### src/hdl/cds_pkg.sv
package cds_pkg;

    localparam int FRAME_WIDTH  = 320;
    localparam int FRAME_HEIGHT = 240;

    localparam int PIX_W    = 24;
    localparam int CH_W     = 8;
    localparam int SQ_W     = 2 * CH_W;
    localparam int DIST_W   = 18;
    localparam int ROW_W    = 8;
    localparam int COL_W    = 9;
    localparam int ROWCNT_W = 9;
    localparam int COLCNT_W = 8;
    localparam int FRMCNT_W = 17;

    localparam int OUT_FIELDS_W = 1 + ROW_W + COL_W + ROWCNT_W + COLCNT_W + FRMCNT_W;
    localparam int OUT_TDATA_W  = ((OUT_FIELDS_W + 7) / 8) * 8;

    localparam int CFG_IDX_W  = 2;
    localparam int CFG_DATA_W = DIST_W;

    typedef enum logic [CFG_IDX_W-1:0] {
        CFG_TARGET_RED    = 2'd0,
        CFG_TARGET_GREEN  = 2'd1,
        CFG_TARGET_BLUE   = 2'd2,
        CFG_DIST_THRESH   = 2'd3
    } cfg_index_t;

    localparam logic [CH_W-1:0]   RESET_RED    = 8'd70;
    localparam logic [CH_W-1:0]   RESET_GREEN  = 8'd100;
    localparam logic [CH_W-1:0]   RESET_BLUE   = 8'd180;
    localparam logic [DIST_W-1:0] RESET_THRESH = 18'd6000;

    typedef struct packed {
        logic [CH_W-1:0]   red;
        logic [CH_W-1:0]   green;
        logic [CH_W-1:0]   blue;
        logic [DIST_W-1:0] threshold;
    } target_t;

endpackage

### src/hdl/cds_color_match.sv
module cds_color_match (
    input  logic                         aclk,
    input  logic                         load,
    input  logic [cds_pkg::PIX_W-1:0]    pixel_word,
    input  cds_pkg::target_t             target,
    output logic                         matched
);

    logic [cds_pkg::CH_W-1:0]   diff_r;
    logic [cds_pkg::CH_W-1:0]   diff_g;
    logic [cds_pkg::CH_W-1:0]   diff_b;
    logic [cds_pkg::SQ_W-1:0]   sq_r_reg;
    logic [cds_pkg::SQ_W-1:0]   sq_g_reg;
    logic [cds_pkg::SQ_W-1:0]   sq_b_reg;
    logic [cds_pkg::DIST_W-1:0] sq_sum;

    function automatic logic [cds_pkg::CH_W-1:0] abs_diff(
        input logic [cds_pkg::CH_W-1:0] a,
        input logic [cds_pkg::CH_W-1:0] b
    );
        return (a > b) ? (a - b) : (b - a);
    endfunction

    assign diff_r = abs_diff(pixel_word[7:0],   target.red);
    assign diff_g = abs_diff(pixel_word[15:8],  target.green);
    assign diff_b = abs_diff(pixel_word[23:16], target.blue);

    always_ff @(posedge aclk) begin
        if (load) begin
            sq_r_reg <= cds_pkg::SQ_W'(diff_r) * cds_pkg::SQ_W'(diff_r);
            sq_g_reg <= cds_pkg::SQ_W'(diff_g) * cds_pkg::SQ_W'(diff_g);
            sq_b_reg <= cds_pkg::SQ_W'(diff_b) * cds_pkg::SQ_W'(diff_b);
        end
    end

    assign sq_sum = cds_pkg::DIST_W'(sq_r_reg) + cds_pkg::DIST_W'(sq_g_reg)
                  + cds_pkg::DIST_W'(sq_b_reg);
    assign matched = (sq_sum < target.threshold);

endmodule

### src/hdl/color_distance_segmenter.sv
// Squares are registered at input accept, then sum, match and counts onto m_tdata.
// Throughput: one pixel per cycle while the output is not stalled; column histogram RAM
// reads (registered) at accept, writes back in stage 1, forwards on a same-column hit.
// Reset: synchronous, active low; clears position, counts and pipeline valids and
// loads the default target colour and threshold. Histogram RAM is not cleared.
module color_distance_segmenter (
    input  logic                                 aclk,
    input  logic                                 aresetn,
    input  logic                                 s_tvalid,
    output logic                                 s_tready,
    input  logic [cds_pkg::PIX_W-1:0]            s_tdata,   // pixel_word
    input  logic [0:0]                           s_tuser,   // frame_start
    output logic                                 m_tvalid,
    input  logic                                 m_tready,
    // matched, pixel_row, pixel_column, row_match_count, column_match_count,
    // frame_match_count, zero pad
    output logic [cds_pkg::OUT_TDATA_W-1:0]      m_tdata,
    output logic                                 m_tlast,   // frame_end
    input  logic                                 cfg_valid,
    output logic                                 cfg_ready,
    input  logic [cds_pkg::CFG_IDX_W-1:0]        cfg_index,
    input  logic [cds_pkg::CFG_DATA_W-1:0]       cfg_data
);

    localparam int ROW_W    = cds_pkg::ROW_W;
    localparam int COL_W    = cds_pkg::COL_W;
    localparam int COLCNT_W = cds_pkg::COLCNT_W;
    localparam int ROWCNT_W = cds_pkg::ROWCNT_W;
    localparam int FRMCNT_W = cds_pkg::FRMCNT_W;

    cds_pkg::target_t         target_reg;

    logic [ROW_W-1:0]         row_reg;
    logic [ROW_W-1:0]         row_next;
    logic [COL_W-1:0]         col_reg;
    logic [COL_W-1:0]         col_next;
    logic [ROW_W-1:0]         cur_row;
    logic [COL_W-1:0]         cur_col;
    logic                     row_last;
    logic                     frame_last;
    logic                     accept;

    logic                     s1_valid_reg;
    logic [ROW_W-1:0]         s1_row_reg;
    logic [COL_W-1:0]         s1_col_reg;
    logic                     s1_last_reg;
    logic                     s1_fwd_reg;
    logic [COLCNT_W-1:0]      s1_fwd_val_reg;
    logic                     s1_adv;
    logic                     s1_match;

    logic [COLCNT_W-1:0]      col_mem [cds_pkg::FRAME_WIDTH];
    logic [COLCNT_W-1:0]      mem_rd_reg;
    logic [COLCNT_W-1:0]      col_base;
    logic [COLCNT_W-1:0]      col_cnt;

    logic [ROWCNT_W-1:0]      row_cnt_reg;
    logic [ROWCNT_W-1:0]      row_cnt_next;
    logic [FRMCNT_W-1:0]      frm_cnt_reg;
    logic [FRMCNT_W-1:0]      frm_cnt_next;

    logic                     out_valid_reg;
    logic [cds_pkg::OUT_TDATA_W-1:0] out_data_reg;
    logic                     out_last_reg;

    assign cfg_ready = 1'b1;

    always_ff @(posedge aclk) begin
        if (!aresetn) begin
            target_reg.red       <= cds_pkg::RESET_RED;
            target_reg.green     <= cds_pkg::RESET_GREEN;
            target_reg.blue      <= cds_pkg::RESET_BLUE;
            target_reg.threshold <= cds_pkg::RESET_THRESH;
        end else if (cfg_valid) begin
            case (cds_pkg::cfg_index_t'(cfg_index))
                cds_pkg::CFG_TARGET_RED:   target_reg.red       <= cfg_data[7:0];
                cds_pkg::CFG_TARGET_GREEN: target_reg.green     <= cfg_data[7:0];
                cds_pkg::CFG_TARGET_BLUE:  target_reg.blue      <= cfg_data[7:0];
                cds_pkg::CFG_DIST_THRESH:  target_reg.threshold <= cfg_data;
                default: ;
            endcase
        end
    end

    // stage 0: position and histogram read
    assign s1_adv   = s1_valid_reg && (!out_valid_reg || m_tready);
    assign s_tready = !s1_valid_reg || s1_adv;
    assign accept   = s_tvalid && s_tready;

    assign cur_row    = s_tuser[0] ? '0 : row_reg;
    assign cur_col    = s_tuser[0] ? '0 : col_reg;
    assign row_last   = (cur_col == COL_W'(cds_pkg::FRAME_WIDTH - 1));
    assign frame_last = row_last && (cur_row == ROW_W'(cds_pkg::FRAME_HEIGHT - 1));

    always_comb begin
        row_next = cur_row;
        col_next = cur_col + 1'b1;
        if (frame_last) begin
            row_next = '0;
            col_next = '0;
        end else if (row_last) begin
            row_next = cur_row + 1'b1;
            col_next = '0;
        end
    end

    cds_color_match u_match (
        .aclk       (aclk),
        .load       (accept),
        .pixel_word (s_tdata),
        .target     (target_reg),
        .matched    (s1_match)
    );

    always_ff @(posedge aclk) begin
        if (!aresetn) begin
            row_reg      <= '0;
            col_reg      <= '0;
            s1_valid_reg <= 1'b0;
            s1_fwd_reg   <= 1'b0;
        end else begin
            if (accept) begin
                row_reg    <= row_next;
                col_reg    <= col_next;
                s1_fwd_reg <= s1_adv && (s1_col_reg == cur_col);
            end
            if (accept) begin
                s1_valid_reg <= 1'b1;
            end else if (s1_adv) begin
                s1_valid_reg <= 1'b0;
            end
        end
    end

    always_ff @(posedge aclk) begin
        if (accept) begin
            s1_row_reg     <= cur_row;
            s1_col_reg     <= cur_col;
            s1_last_reg    <= frame_last;
            s1_fwd_val_reg <= col_cnt;
            mem_rd_reg     <= col_mem[cur_col];
        end
        if (s1_adv) begin
            col_mem[s1_col_reg] <= col_cnt;
        end
    end

    // stage 1: match, count update, histogram write-back
    assign col_base = s1_fwd_reg ? s1_fwd_val_reg : mem_rd_reg;
    assign col_cnt  = ((s1_row_reg == '0) ? '0 : col_base) + COLCNT_W'(s1_match);

    assign row_cnt_next = ((s1_col_reg == '0) ? '0 : row_cnt_reg)
                        + ROWCNT_W'(s1_match);
    assign frm_cnt_next = ((s1_col_reg == '0 && s1_row_reg == '0) ? '0 : frm_cnt_reg)
                        + FRMCNT_W'(s1_match);

    always_ff @(posedge aclk) begin
        if (!aresetn) begin
            row_cnt_reg   <= '0;
            frm_cnt_reg   <= '0;
            out_valid_reg <= 1'b0;
        end else begin
            if (s1_adv) begin
                row_cnt_reg   <= row_cnt_next;
                frm_cnt_reg   <= frm_cnt_next;
                out_valid_reg <= 1'b1;
            end else if (m_tready) begin
                out_valid_reg <= 1'b0;
            end
        end
    end

    always_ff @(posedge aclk) begin
        if (s1_adv) begin
            out_data_reg <= cds_pkg::OUT_TDATA_W'({frm_cnt_next, col_cnt, row_cnt_next,
                                                   s1_col_reg, s1_row_reg, s1_match});
            out_last_reg <= s1_last_reg;
        end
    end

    assign m_tvalid = out_valid_reg;
    assign m_tdata  = out_data_reg;
    assign m_tlast  = out_last_reg;

endmodule

### config.mk
export PLATFORM = sky130hd
export DESIGN_NAME = color_distance_segmenter
export DESIGN_NICKNAME = d
export VERILOG_FILES = /design/src/hdl/cds_pkg.sv /design/src/hdl/cds_color_match.sv /design/src/hdl/color_distance_segmenter.sv
export SDC_FILE = /design/constraint.sdc
export NUM_CORES = 2
export LEC_CHECK = 0
export BUFFER_PORTS_ARGS = -buffer_cell sky130_fd_sc_hd__buf_2
export CAP_MARGIN = 15
export CORE_ASPECT_RATIO = 0.5
export CORE_UTILIZATION = 66
export DETAILED_ROUTE_END_ITERATION = 16
export HOLD_SLACK_MARGIN = 0.12
export PLACE_DENSITY = 0.83
export SYNTH_ARGS = -nofsm -noshare
export SYNTH_HDL_FRONTEND = slang
export SYNTH_SLANG_ARGS = --single-unit
### constraint.sdc
create_clock -name aclk -period 43.6 [get_ports aclk]
set_input_delay 2.18 -clock aclk [delete_from_list [all_inputs] [get_ports aclk]]
set_output_delay 2.18 -clock aclk [all_outputs]
set_load 0.02 [all_outputs]
==> impl.org <==
** Outcome
- The run finished with clean final reports.

** Timing
- The worst path needs 9648 ps of the cycle, external delays included.
- Maximum clock rate :: 103.6 MHz
- Slew HR :: 5.736%
- Between clock sinks in the finished design, the worst skew comes to 64.35 ps.
- The final count of pins violating max slew was 0.
- Final TNS setup :: 0 ps
- Final worst slack :: 33950 ps
- The final count of hold timing violations was 0.
- Final setup violation count :: 0
- Setup repair after global routing left no endpoint under its margin.
- After layout, the worst path uses 22.13% of the clock period.
- Worst Tran Pin Value :: 1410 ps

** Logic synthesis
- Share of async-settable or async-resettable flops after synthesis :: 0%
- The synthesized netlist devotes 5.178% of its cell area to simple gates.
- Flip-flop cell with the highest count after synthesis :: edfxtp_1
- Summing the areas of all xor and xnor instances in the mapped netlist gives 0.9520% of the synthesized area.
- Counting flops and latches in the post-synthesis netlist gives 2780.
- Summing the areas of all compound-gate instances in the mapped netlist gives 7.829% of the synthesized area.
- The largest total area in the synthesized netlist belongs to edfxtp_1.
- Share of the synthesized area in the top cell type :: 68.72%
- Post-synth EDFFs :: 2692
- Cell with the most instances after synthesis :: edfxtp_1
- Commonest cells in the synthesized netlist :: edfxtp_1 (2692), nor2_1 (670), mux2i_1 (588)
- Dominant combinational cell family by area after synthesis :: multiplexers
- Share of cell area taken by muxes after synthesis :: 9.494%
- Synthesized area :: 117600 um^2
- Number of distinct library cells after synthesis :: 94
- Summing the areas of all fa, ha and maj instances in the mapped netlist gives 3.385% of the synthesized area.
- Of the synthesized area, sequential elements account for 70.22%.
- Post-Synthesis Mean Instance Area :: 15.54 um^2
- Top cells by area in the synthesized netlist :: edfxtp_1 (69%), mux2i_1 (5.0%), mux4_2 (4.2%), nor2_1 (2.1%), ha_1 (2.0%)
- YS warnings :: 0
- Synthesized netlist cell count :: 7567

** Routing
- Total DRC errors in the routed layout :: 0
- Post-route ant nets :: 0
- DRC marker count from the first detailed-route iteration :: 11260
- Post-detailed-route via-to-cell ratio :: 7.090
- Total Wirelength :: 318000 um
- Post-detailed-route wirelength per cell :: 31.31 um
- Detailed routing inserted a total of 72000 vias.
- Detailed Routing Iterations Pass 1 :: 9

** Finish
- The area growth from synthesis to layout is 8.132%.
- Number of nets in the final layout :: 7896
- Layout cell share with drive strength beyond 1 :: 11.16%
- The register with the most flip-flops in the layout has 2560 of them.

** Worst hold path
- The tightest min-delay check is of the reg -> reg type.
- The worst hold path passes through 0 cells.

** Setup path
- For this run, the slowest stage of the critical path takes 1020 ps.
- Most common cell type on the critical path :: a21oi_1
- Crit. End Element :: register
- The worst setup path is of the reg -> reg kind.
- The worst register-to-register path begins at u_match.sq_g_reg[3]$_DFFE_PP_.
- Crit path arrival time :: 10150 ps
- The worst register-to-register path has a depth of 28.
- The critical path ends at col_mem[261][7]$_DFFE_PP_.
- Crit path max-delay cell type :: buf_4
- Reg-to-reg endpoint :: col_mem[261][7]$_DFFE_PP_
- For the worst setup path, the data required time is 44100 ps.
- Minimum setup slack among reg-to-reg paths :: 33950 ps
- In this run the worst setup path begins at u_match.sq_g_reg[3]$_DFFE_PP_.
- STA classifies the critical path startpoint as a register.
- Along the worst path, the maximum fanout reaches 115.

** Clock tree
- Max H-tree Level :: 4
- For this design, the sink count on the clock tree is 2780.
- Root Buffer Master :: clkbuf_16
- Clock tree from TritonCTS :: done
- Hold buffer count at CTS :: 0
- Clock Path Buffers :: 4
- At the later pin of the worst-skew pair, clock insertion delay measures 900 ps.
- Number of post-CTS setup repair buffers :: 0
- Total of cells resized after clock tree synthesis :: 0
- After clock tree synthesis, the clock-pin slew on the worst setup and hold paths is 80 ps.
- Clock tree synthesis inserted a total of 229 buffers.

** Place
- Buffers placed on the I/O ports in this run total 104.
- The congestion estimate from routability-driven global placement came to 0.9096.
- Timing analysis after detailed placement gives a worst setup slack of 34270 ps.
- The wire-length estimate of the detail-placed layout is 183300 um.

** GRT
- The number of antenna violations at the first check in global routing was 25.
- For this run the aggregate overflow at the end of global routing stands at 0.
- GRT Overall Usage :: 35.09%
- Maximum number of pins on one net before global-route repair :: 242
- Global-route wire length before repair :: 458900 um
- The number of global-route vias before repair was 70420.

** Pwr
- Power density cells :: 74.91 nW/um^2
- Leakage component of the power :: 41.04 nW
- Post-layout total power :: 9.528 mW
- Worst voltage drop across the vdd grid :: 0.5445 mV

** Die
- The floorplan step defined a die boundary enclosing 180000 um^2.
- Overall die height :: 300.5 um
- Row generation in the floorplan step produced 109 rows.
- Area of the core region :: 176900 um^2
- The initial utilization of the core area, before any placement, comes to 66.50%.
- Num ports :: 110
- The die is 599.0 um wide.

** Job
- Across the run, the number of max-cap violations was 0.
-- metal layers --
layer	up-vias	global-route usage [%]	wire length, um
li1	29290	-	-
met1	35100	45.48	106100
met2	6281	52.93	142300
met3	1307	12.62	50920
met4	18	17.91	18510
met5	-	0	144
-- stage by stage --
stage               instance area [um^2]  hold WS, ps  std cells  utilization [%]
floorplan                         117600        400.3       7572                -
global placement                  120000        419.0       9727            67.86
detailed placement                120000        430.1       9729            67.87
CTS                               127100        439.5      10140            71.87
global route                      127200        436.0      10140            71.89
finish                            127200        434.2      10160            71.91
-- report_power, final --
group | internal (mW) | switching (mW)
combinational | 0.687 | 2.26
clock | 1.09 | 0.941
sequential | 4.53 | 0.0200
-- cell type report --
class                           count  area, um^2
Tap cell                         2386        2985
Inverter                          258        1010
Timing Repair Buffer              234        1614
Clock buffer                      289        6008
Fill cell                       10160       49690
Sequential cell                  2780       82610
Clock inverter                    117        1079
Multi-Input combinational cell   4074       31850
Antenna cell                       17       42.54
-- how the worst min path moves through the flow --
stage                           from                 to  slack [ps]
2_1_floorplan  s1_last_reg$_DFFE_PP_  m_tlast$_DFFE_PP_         400
3_3_place_gp   s1_last_reg$_DFFE_PP_  m_tlast$_DFFE_PP_         420
3_5_place_dp   s1_last_reg$_DFFE_PP_  m_tlast$_DFFE_PP_         430
4_1_cts        s1_last_reg$_DFFE_PP_  m_tlast$_DFFE_PP_         440
5_1_grt        s1_last_reg$_DFFE_PP_  m_tlast$_DFFE_PP_         440
6_report       s1_last_reg$_DFFE_PP_  m_tlast$_DFFE_PP_         430
-- worst max-delay path, delay by kind of cell (launching register included) --
family / cells / cell delay [ps]
AOI/OAI and AO/OA: 11 / 2570
adders and majority gates: 4 / 1150
and+or+nand+nor: 9 / 2760
xor gates and xnor gates: 2 / 370
buffers and inverters: 2 / 1950
DFF: 1 / 380
-- kinds of logic (layout without fill, tap and decap cells) --
kind of cell               after synthesis  count (layout)
xor gates and xnor gates               127             127
buffers and inverters                  718             898
DFF                                   2780            2780
adders and majority gates              269             269
other                                    2              24
AOI/OAI and AO/OA                     1408            1408
and+or+nand+nor                       1426            1426
muxes                                  837             837
-- placed cells by master (no fill, tap or decap), types with 91 or more instances in the layout --
cell,synthesis,layout
nand2_1,419,405
nor3_1,92,91
buf_4,51,116
o221ai_1,143,143
o22ai_1,189,189
o21ai_0,237,237
buf_2,81,107
ha_1,187,185
mux4_2,220,220
nor2_1,670,663
clkbuf_16,0,231
mux2i_1,588,588
edfxtp_1,2692,2692
inv_1,252,249
a21oi_1,403,403
No activity file was read; power rests on OpenSTA's default activity.
